--- src/sdcs_pkg.sv ---
`default_nettype none
package sdcs_pkg;

  localparam logic [7:0] ADDR_MASK = 8'hE0;
  localparam int unsigned ADDR_SHIFT = 5;
  localparam int unsigned PULSE_SLOTS = 32;

  localparam logic [2:0] BCAST_ADDR = 3'b111;
  localparam logic [2:0] AP_MODULE_ADDR = 3'd2;

  localparam logic [3:0] BC_CLEAR_ALL = 4'd0;
  localparam logic [3:0] BC_NUMBER_MODE = 4'd1;
  localparam logic [3:0] BC_SEGMENT_MODE = 4'd2;
  localparam logic [3:0] BC_WRITE_A = 4'b1000;
  localparam logic [3:0] BC_WRITE_P = 4'b1001;

  localparam logic [7:0] A_SET_MASK = 8'b01110111;
  localparam logic [7:0] A_CLR_MASK = 8'b00001000;
  localparam logic [7:0] P_SET_MASK = 8'b01110011;
  localparam logic [7:0] P_CLR_MASK = 8'b10001100;

  localparam logic [2:0] PADDR_MODULE_ADDRESS = 3'd0;

  typedef logic [PULSE_SLOTS-1:0] pulse_vec_t;

  // one queued request: pulses in drain order, bit {set_clear, digit, segment}
  typedef struct packed {
    logic       valid;
    pulse_vec_t pulses;
  } pulse_req_t;

  function automatic logic [7:0] seg_pattern(input logic [3:0] data);
    logic [7:0] pat;
    case (data)
      4'h0: pat = 8'b00111111;
      4'h1: pat = 8'b00000011;
      4'h2: pat = 8'b01011011;
      4'h3: pat = 8'h4F;
      4'h4: pat = 8'h66;
      4'h5: pat = 8'h6D;
      4'h6: pat = 8'h7D;
      4'h7: pat = 8'h07;
      4'h8: pat = 8'h7F;
      4'h9: pat = 8'b01101111;
      4'hA: pat = 8'h01;
      4'hB: pat = 8'b00001000;
      4'hC: pat = 8'h40;
      4'hD: pat = 8'h09;
      4'hE: pat = 8'h48;
      default: pat = 8'h00;
    endcase
    return pat;
  endfunction

endpackage
`default_nettype wire

--- src/segment_display_command_sequencer_core.sv ---
`default_nettype none
// channel   | handshake                    | payload
// command   | command_valid, command_stall | command_byte
// pulse     | pulse_valid, pulse_stall     | set_clear, digit_select, segment_index, last_pulse
// config    | psel, penable, pwrite, pready| paddr, pwdata, prdata
//
// a command is classified in the cycle it is taken and queued as a pulse list
// the drain unit gives one pulse per cycle while not stalled: 8 for a digit number,
// 1 in segment mode, 16 for clear-all, 7 for broadcast write A, 8 for write P;
// each request is fetched from the queue first; command_stall rises only when the
// queue is full; pulse_stall holds the output register and the drain unit behind it
// rst is synchronous: number mode, module address 0, queue and outputs empty
module segment_display_command_sequencer_core #(
  parameter int unsigned QUEUE_DEPTH = 2
) (
  input  wire         clk,
  input  wire         rst,
  input  wire         command_valid,
  output logic        command_stall,
  input  wire  [7:0]  command_byte,
  output logic        pulse_valid,
  input  wire         pulse_stall,
  output logic        set_clear,
  output logic        digit_select,
  output logic [2:0]  segment_index,
  output logic        last_pulse,
  input  wire         psel,
  input  wire         penable,
  input  wire         pwrite,
  input  wire  [2:0]  paddr,
  input  wire  [31:0] pwdata,
  output logic [31:0] prdata,
  output logic        pready
);

  logic                 [2:0] module_address;
  logic                       queue_full;
  logic                       pop;
  sdcs_pkg::pulse_req_t       push;
  sdcs_pkg::pulse_req_t       head;

  assign pready = 1'b1;
  assign prdata = (paddr == sdcs_pkg::PADDR_MODULE_ADDRESS) ? {29'b0, module_address} : '0;

  always_ff @(posedge clk) begin
    if (rst) begin
      module_address <= '0;
    end else if (psel && penable && pwrite && pready
                 && paddr == sdcs_pkg::PADDR_MODULE_ADDRESS) begin
      module_address <= pwdata[2:0];
    end
  end

  sdcs_front u_front (
    .clk            (clk),
    .rst            (rst),
    .command_valid  (command_valid),
    .command_byte   (command_byte),
    .queue_full     (queue_full),
    .module_address (module_address),
    .command_stall  (command_stall),
    .push           (push)
  );

  sdcs_queue #(
    .DEPTH (QUEUE_DEPTH)
  ) u_queue (
    .clk  (clk),
    .rst  (rst),
    .push (push),
    .pop  (pop),
    .full (queue_full),
    .head (head)
  );

  sdcs_back u_back (
    .clk           (clk),
    .rst           (rst),
    .head          (head),
    .pop           (pop),
    .pulse_valid   (pulse_valid),
    .pulse_stall   (pulse_stall),
    .set_clear     (set_clear),
    .digit_select  (digit_select),
    .segment_index (segment_index),
    .last_pulse    (last_pulse)
  );

endmodule
`default_nettype wire

--- src/sdcs_front.sv ---
`default_nettype none
module sdcs_front (
  input  wire                       clk,
  input  wire                       rst,
  input  wire                       command_valid,
  input  wire  [7:0]                command_byte,
  input  wire                       queue_full,
  input  wire  [2:0]                module_address,
  output logic                      command_stall,
  output sdcs_pkg::pulse_req_t      push
);

  logic                  segment_mode;
  logic                  segment_mode_next;
  logic                  accept;
  logic [2:0]            addr;
  logic                  dg;
  logic [3:0]            data;
  logic [7:0]            pattern;
  sdcs_pkg::pulse_vec_t  vec;

  assign command_stall = queue_full;
  assign accept = command_valid && !queue_full;

  assign addr = 3'((command_byte & sdcs_pkg::ADDR_MASK) >> sdcs_pkg::ADDR_SHIFT);
  assign dg = command_byte[4];
  assign data = command_byte[3:0];
  assign pattern = sdcs_pkg::seg_pattern(data);

  always_comb begin
    vec = '0;
    if (addr == module_address && addr != sdcs_pkg::BCAST_ADDR) begin
      if (!segment_mode) begin
        if (dg) begin
          vec[15:8] = ~pattern;
          vec[31:24] = pattern;
        end else begin
          vec[7:0] = ~pattern;
          vec[23:16] = pattern;
        end
      end else begin
        vec[{data[3], dg, data[2:0]}] = 1'b1;
      end
    end
    if (addr == sdcs_pkg::BCAST_ADDR) begin
      if (module_address == sdcs_pkg::AP_MODULE_ADDR) begin
        if (data == sdcs_pkg::BC_WRITE_P) begin
          vec[15:8] = sdcs_pkg::P_CLR_MASK;
          vec[31:24] = sdcs_pkg::P_SET_MASK;
        end else if (data == sdcs_pkg::BC_WRITE_A) begin
          vec[15:8] = sdcs_pkg::A_CLR_MASK;
          vec[31:24] = sdcs_pkg::A_SET_MASK;
        end
      end
      if (data == sdcs_pkg::BC_CLEAR_ALL) begin
        vec = '0;
        vec[15:0] = 16'hFFFF;
      end
    end
  end

  always_comb begin
    segment_mode_next = segment_mode;
    if (accept && addr == sdcs_pkg::BCAST_ADDR) begin
      if (data == sdcs_pkg::BC_NUMBER_MODE) begin
        segment_mode_next = 1'b0;
      end else if (data == sdcs_pkg::BC_SEGMENT_MODE) begin
        segment_mode_next = 1'b1;
      end
    end
  end

  always_ff @(posedge clk) begin
    if (rst) begin
      segment_mode <= 1'b0;
    end else begin
      segment_mode <= segment_mode_next;
    end
  end

  assign push.valid = accept && (vec != '0);
  assign push.pulses = vec;

  // a command never drains more than sixteen pulses
  a_max_pulses: assert property (@(posedge clk) disable iff (rst)
    push.valid |-> $countones(push.pulses) <= 16)
    else $error("front: more than sixteen pulses queued");

  a_mode_only_bcast: assert property (@(posedge clk) disable iff (rst)
    (segment_mode != $past(segment_mode)) |->
      $past(accept) && $past(addr) == sdcs_pkg::BCAST_ADDR)
    else $error("front: mode changed without broadcast");

endmodule
`default_nettype wire

--- src/sdcs_queue.sv ---
`default_nettype none
module sdcs_queue #(
  parameter int unsigned DEPTH = 2
) (
  input  wire                       clk,
  input  wire                       rst,
  input  sdcs_pkg::pulse_req_t      push,
  input  wire                       pop,
  output logic                      full,
  output sdcs_pkg::pulse_req_t      head
);

  localparam int unsigned AW = (DEPTH > 1) ? $clog2(DEPTH) : 1;
  localparam int unsigned CW = $clog2(DEPTH + 1);
  localparam logic [AW-1:0] LAST_PTR = AW'(DEPTH - 1);

  sdcs_pkg::pulse_vec_t entries [DEPTH];
  logic [AW-1:0] wr_ptr;
  logic [AW-1:0] rd_ptr;
  logic [CW-1:0] count;
  logic          do_push;
  logic          do_pop;

  assign full = (count == CW'(DEPTH));
  assign do_push = push.valid && !full;
  assign do_pop = pop && (count != '0);

  assign head.valid = (count != '0);
  assign head.pulses = entries[rd_ptr];

  always_ff @(posedge clk) begin
    if (do_push) begin
      entries[wr_ptr] <= push.pulses;
    end
  end

  always_ff @(posedge clk) begin
    if (rst) begin
      wr_ptr <= '0;
      rd_ptr <= '0;
      count <= '0;
    end else begin
      if (do_push) begin
        wr_ptr <= (wr_ptr == LAST_PTR) ? '0 : wr_ptr + 1'b1;
      end
      if (do_pop) begin
        rd_ptr <= (rd_ptr == LAST_PTR) ? '0 : rd_ptr + 1'b1;
      end
      if (do_push && !do_pop) begin
        count <= count + 1'b1;
      end else if (do_pop && !do_push) begin
        count <= count - 1'b1;
      end
    end
  end

  a_no_overflow: assert property (@(posedge clk) disable iff (rst)
    push.valid |-> !full)
    else $error("queue: push while full");

  a_count_range: assert property (@(posedge clk) disable iff (rst)
    count <= CW'(DEPTH))
    else $error("queue: count out of range");

endmodule
`default_nettype wire

--- src/sdcs_back.sv ---
`default_nettype none
module sdcs_back (
  input  wire                       clk,
  input  wire                       rst,
  input  sdcs_pkg::pulse_req_t      head,
  output logic                      pop,
  output logic                      pulse_valid,
  input  wire                       pulse_stall,
  output logic                      set_clear,
  output logic                      digit_select,
  output logic [2:0]                segment_index,
  output logic                      last_pulse
);

  sdcs_pkg::pulse_vec_t cur;
  sdcs_pkg::pulse_vec_t lowbit;
  sdcs_pkg::pulse_vec_t remaining;
  logic                 cur_valid;
  logic [4:0]           slot;
  logic                 load;

  assign pop = !cur_valid && head.valid;
  assign load = cur_valid && (!pulse_valid || !pulse_stall);

  assign lowbit = cur & (~cur + 1'b1);
  assign remaining = cur & (cur - 1'b1);

  always_comb begin
    slot = '0;
    for (int k = 0; k < sdcs_pkg::PULSE_SLOTS; k++) begin
      if (lowbit[k]) begin
        slot = slot | 5'(k);
      end
    end
  end

  always_ff @(posedge clk) begin
    if (rst) begin
      cur_valid <= 1'b0;
      pulse_valid <= 1'b0;
    end else begin
      if (pop) begin
        cur_valid <= 1'b1;
      end else if (load && remaining == '0) begin
        cur_valid <= 1'b0;
      end
      if (load) begin
        pulse_valid <= 1'b1;
      end else if (!pulse_stall) begin
        pulse_valid <= 1'b0;
      end
    end
  end

  always_ff @(posedge clk) begin
    if (pop) begin
      cur <= head.pulses;
    end else if (load) begin
      cur <= remaining;
    end
    if (load) begin
      set_clear <= slot[4];
      digit_select <= slot[3];
      segment_index <= slot[2:0];
      last_pulse <= (remaining == '0);
    end
  end

  a_cur_nonempty: assert property (@(posedge clk) disable iff (rst)
    cur_valid |-> cur != '0)
    else $error("back: empty request held");

  a_last_ends: assert property (@(posedge clk) disable iff (rst)
    (load && remaining == '0) |=> !cur_valid)
    else $error("back: request continues after last pulse");

endmodule
`default_nettype wire
--- config.mk ---
export PLATFORM = sky130hd
export DESIGN_NAME = segment_display_command_sequencer_core
export DESIGN_NICKNAME = d
export VERILOG_FILES = /design/src/sdcs_pkg.sv /design/src/segment_display_command_sequencer_core.sv /design/src/sdcs_front.sv /design/src/sdcs_queue.sv /design/src/sdcs_back.sv
export SDC_FILE = /design/constraint.sdc
export NUM_CORES = 1
export LEC_CHECK = 0
export BUFFER_PORTS_ARGS = -buffer_cell sky130_fd_sc_hd__clkbuf_2
export CAP_MARGIN = 20
export CELL_PAD_IN_SITES_DETAIL_PLACEMENT = 1
export CELL_PAD_IN_SITES_GLOBAL_PLACEMENT = 2
export CORE_UTILIZATION = 30
export CTS_CLUSTER_SIZE = 16
export DETAILED_ROUTE_END_ITERATION = 12
export PLACE_DENSITY_LB_ADDON = 0.12
export SYNTH_ARGS = -nofsm -noshare
export SYNTH_HDL_FRONTEND = slang
export SYNTH_SLANG_ARGS = --single-unit
export TNS_END_PERCENT = 20
--- constraint.sdc ---
create_clock -name clk -period 4.6 [get_ports clk]
set_clock_uncertainty 0.05 [all_clocks]
set_input_delay 0.46 -clock clk [delete_from_list [all_inputs] [get_ports clk]]
set_output_delay 0.46 -clock clk [all_outputs]
set_load 0.02 [all_outputs]
==> flow_metrics.py <==
metrics = {
    "status": {
        "status": "finished, final reports clean",
    },
    "power_and_ir_drop": {
        "sw_frac_of_total_pct": 27.64,
        "leakage_uw": 0.002545,
        "intPower_uw": 2335,
        "power_frac_comb_pct": 14.4,
        "peakVddDrop_mv": 0.2074,
        "total_power_uw": 3226,
        "power.density_nw_per_um2": 445.1,
        "netSwitchingPower_uw": 891.8,
        "clockPowerShare_pct": 43.0,
        "p_seq_share_pct": 42.7,
    },
    "clock_network": {
        "cts_resized": 0,
        "hold_buffers": 0,
        "clock_path_buffers": 2,
        "cts_made_buffers": 17,
        "cts_sinks": 113,
        "cts_root_buf": "clkbuf_16",
        "path_clk_slew_ns": 0.06,
        "cts_tree": "built",
        "htreeDepth": 4,
        "postCtsSetupRepairBufs": 0,
        "clock_latency_ns": 0.42,
    },
    "detailed_routing": {
        "postRouteAntennaNets": 0,
        "vias": 4615,
        "routed_via_density": 5.128,
        "drtIter0Drc": 297,
        "drc": 0,
        "totalWireLength_mm": 16.55,
        "routedWlPerCell_um": 18.39,
        "drt_pass1_iterations": 4,
    },
    "yosys": {
        "ys_types": 72,
        "synth_warnings": 0,
        "synth_area_leaders": "edfxtp_1 (49%), mux2i_1 (5.9%), o21ai_0 (4.7%)",
        "syn-instance-count": 595,
        "synth_ff_type": "edfxtp_1",
        "synth_edf_count": 102,
        "ys_ff_latch": 113,
        "ys_async_sr_fraction_pct": 0,
        "netlist_area_um2": 6310,
        "synth_top_area_cell": "edfxtp_1",
        "avgSynthCellArea_um2": 10.60,
        "ys_seq_area_share_pct": 52.03,
        "netlist.area_leader.share_pct": 48.54,
    },
    "placement": {
        "dp_hpwl_mm": 11.79,
        "numPortBuffers": 31,
        "gp_congestion": 0.7784,
    },
    "global_routing": {
        "grt_overflow": 0,
        "antenna_found_initial": 0,
        "grt_pass1_vias": 4784,
        "grt_pass1_wl_mm": 26.27,
        "grt_use_total_pct": 15.82,
        "grt_max_degree": 66,
    },
    "run": {
        "cap_violations": 0,
    },
    "sta": {
        "period_minus_slack_ns": 3.696,
        "finalCritPeriodShare_pct": 80.35,
        "setup_violations": 0,
        "fin_setup_tns_ns": 0,
        "max_slew_margin_pct": 32.45,
        "slew_violations": 0,
        "hold_violations": 0,
        "rsz0062_at_grt": "false",
        "fmax_mhz": 270.5,
        "whs_ns": 0.2386,
        "tightest_slew_ns": 1.013,
    },
    "floorplan": {
        "placementRows": 52,
        "die_y_um": 147.0,
        "start_util_pct": 30.89,
        "ioPinCount": 91,
        "core_um2": 20430,
        "die_x_um": 147.0,
        "die-area_um2": 21620,
    },
    "setup_path": {
        "critPathKind": "in2reg",
        "critPathMaxFanout": 32,
        "arrival_ns": 3.77,
        "cp-start-kind": "input port",
        "end_kind": "register",
        "cp.required_ns": 4.67,
        "regToRegSetupSlack_ns": 0.97,
    },
    "layout": {
        "diodes": 0,
        "layout_common_cells": "edfxtp_1 (102), o21ai_0 (59), nor2_1 (52)",
        "nets": 675,
        "final_common_cell": "edfxtp_1",
        "drive_above_1_share_pct": 13.81,
        "syn2layout_area_growth_pct": 14.87,
    },
    "hold_path": {
        "hold_class": "in2reg",
    },
}
area by class of cell:
cell class                 instances  area (um^2)
fill                            2295        13180
clock buffer                      18        429.2
sequential                       113         3284
multi-input combinational        434         2743
clock inverter                    14        186.4
tap                              270        337.8
inverter                          10        37.54
timing repair buffer              41        230.2
flip-flops by register name, indices dropped and copies added (netlist names), named ones only:
register,flops
u_back.pulse_valid,1
u_back.cur,32
u_queue.entries,64
u_queue.wr_ptr,1
u_front.segment_mode,1
u_back.cur_valid,1
u_back.segment_index,3
u_back.last_pulse,1
u_back.set_clear,1
u_back.digit_select,1
u_queue.count,2
module_address,3
u_queue.rd_ptr,1
worst paths after layout:
check | startpoint | end | cells past startpoint
setup reg to reg | u_back.cur[1] | u_back.cur_valid | 8
hold reg to reg | u_queue.rd_ptr | u_queue.rd_ptr | 2
setup / recovery | command_byte[0] | u_queue.entries[1][0] | 12
hold / removal | pwdata[1] | module_address[1] | 3
synth_stat cells (all sizes together), types with 4 or more instances:
| library cell | number |
|---|---|
| edfxtp | 102 |
| o21ai | 60 |
| nor2 | 52 |
| buf | 44 |
| mux2i | 37 |
| nand2 | 30 |
| a21oi | 25 |
| clkbuf | 22 |
| nand3 | 19 |
| nor3 | 15 |
| nand2b | 14 |
| o22ai | 12 |
| dfxtp | 11 |
| inv | 10 |
| or3 | 9 |
| ha | 8 |
| nor2b | 8 |
| nand4 | 7 |
| nor4 | 7 |
| o21a | 6 |
| a21boi | 5 |
| and2 | 5 |
| o211ai | 5 |
| a211oi | 4 |
| a31oi | 4 |
| nand3b | 4 |
| o21bai | 4 |
| or4 | 4 |
| xor2 | 4 |
logic make-up (layout without fill, tap and decap cells):
family	after synthesis	after routing	share of synthesized area, %
AO/OA/AOI/OAI	161	161	16.48
AND/OR/NAND/NOR	188	188	15.86
adder cells (fa/ha/maj)	11	11	2.062
XOR/XNOR	5	5	0.6940
multiplexers	39	39	6.227
other	2	30	0.1190
flip-flops	113	113	52.03
buffers and inverters	76	83	6.524
worst max-delay path: stages:
cell      delay, ns
clkbuf_2       0.22
inv_1          0.18
ha_1           0.40
nand2b_1       0.24
a21boi_0       0.16
o31ai_1        0.61
a32oi_1        0.10
or4_1          0.52
a211oi_2       0.29
nor2_1         0.13
and2_1         0.17
buf_4          0.26
per-layer routing:
metal | routed length, um | global-route usage (%) | share of wire [%]
met1 | 7945 | 20.18 | 48
met2 | 7858 | 26.07 | 47
met3 | 466 | 3.820 | 2.8
met4 | 279 | 5.670 | 1.7
met5 | 0 | 0 | 0
power groups by stage:
stage | registers [uW] | clock network [uW] | logic (uW)
2_1_floorplan | 1340 | 0 | 381
3_3_place_gp | 1390 | 0 | 459
3_5_place_dp | 1400 | 0 | 469
4_1_cts | 1380 | 1420 | 472
5_1_grt | 1400 | 1460 | 515
6_report | 1380 | 1390 | 463
stage by stage:
stage / setup slack [ns] / std cells / cell area [um^2] / util [%]
floorplan: 0.8202 / 623 / 6420 / -
global placement: 0.5579 / 868 / 6633 / 32.47
detailed placement: 0.4416 / 868 / 6633 / 32.47
CTS: 0.8737 / 900 / 7248 / 35.48
global route: 0.7189 / 900 / 7248 / 35.48
finish: 0.9038 / 900 / 7248 / 35.48
Power figures use the tool's default switching activity.
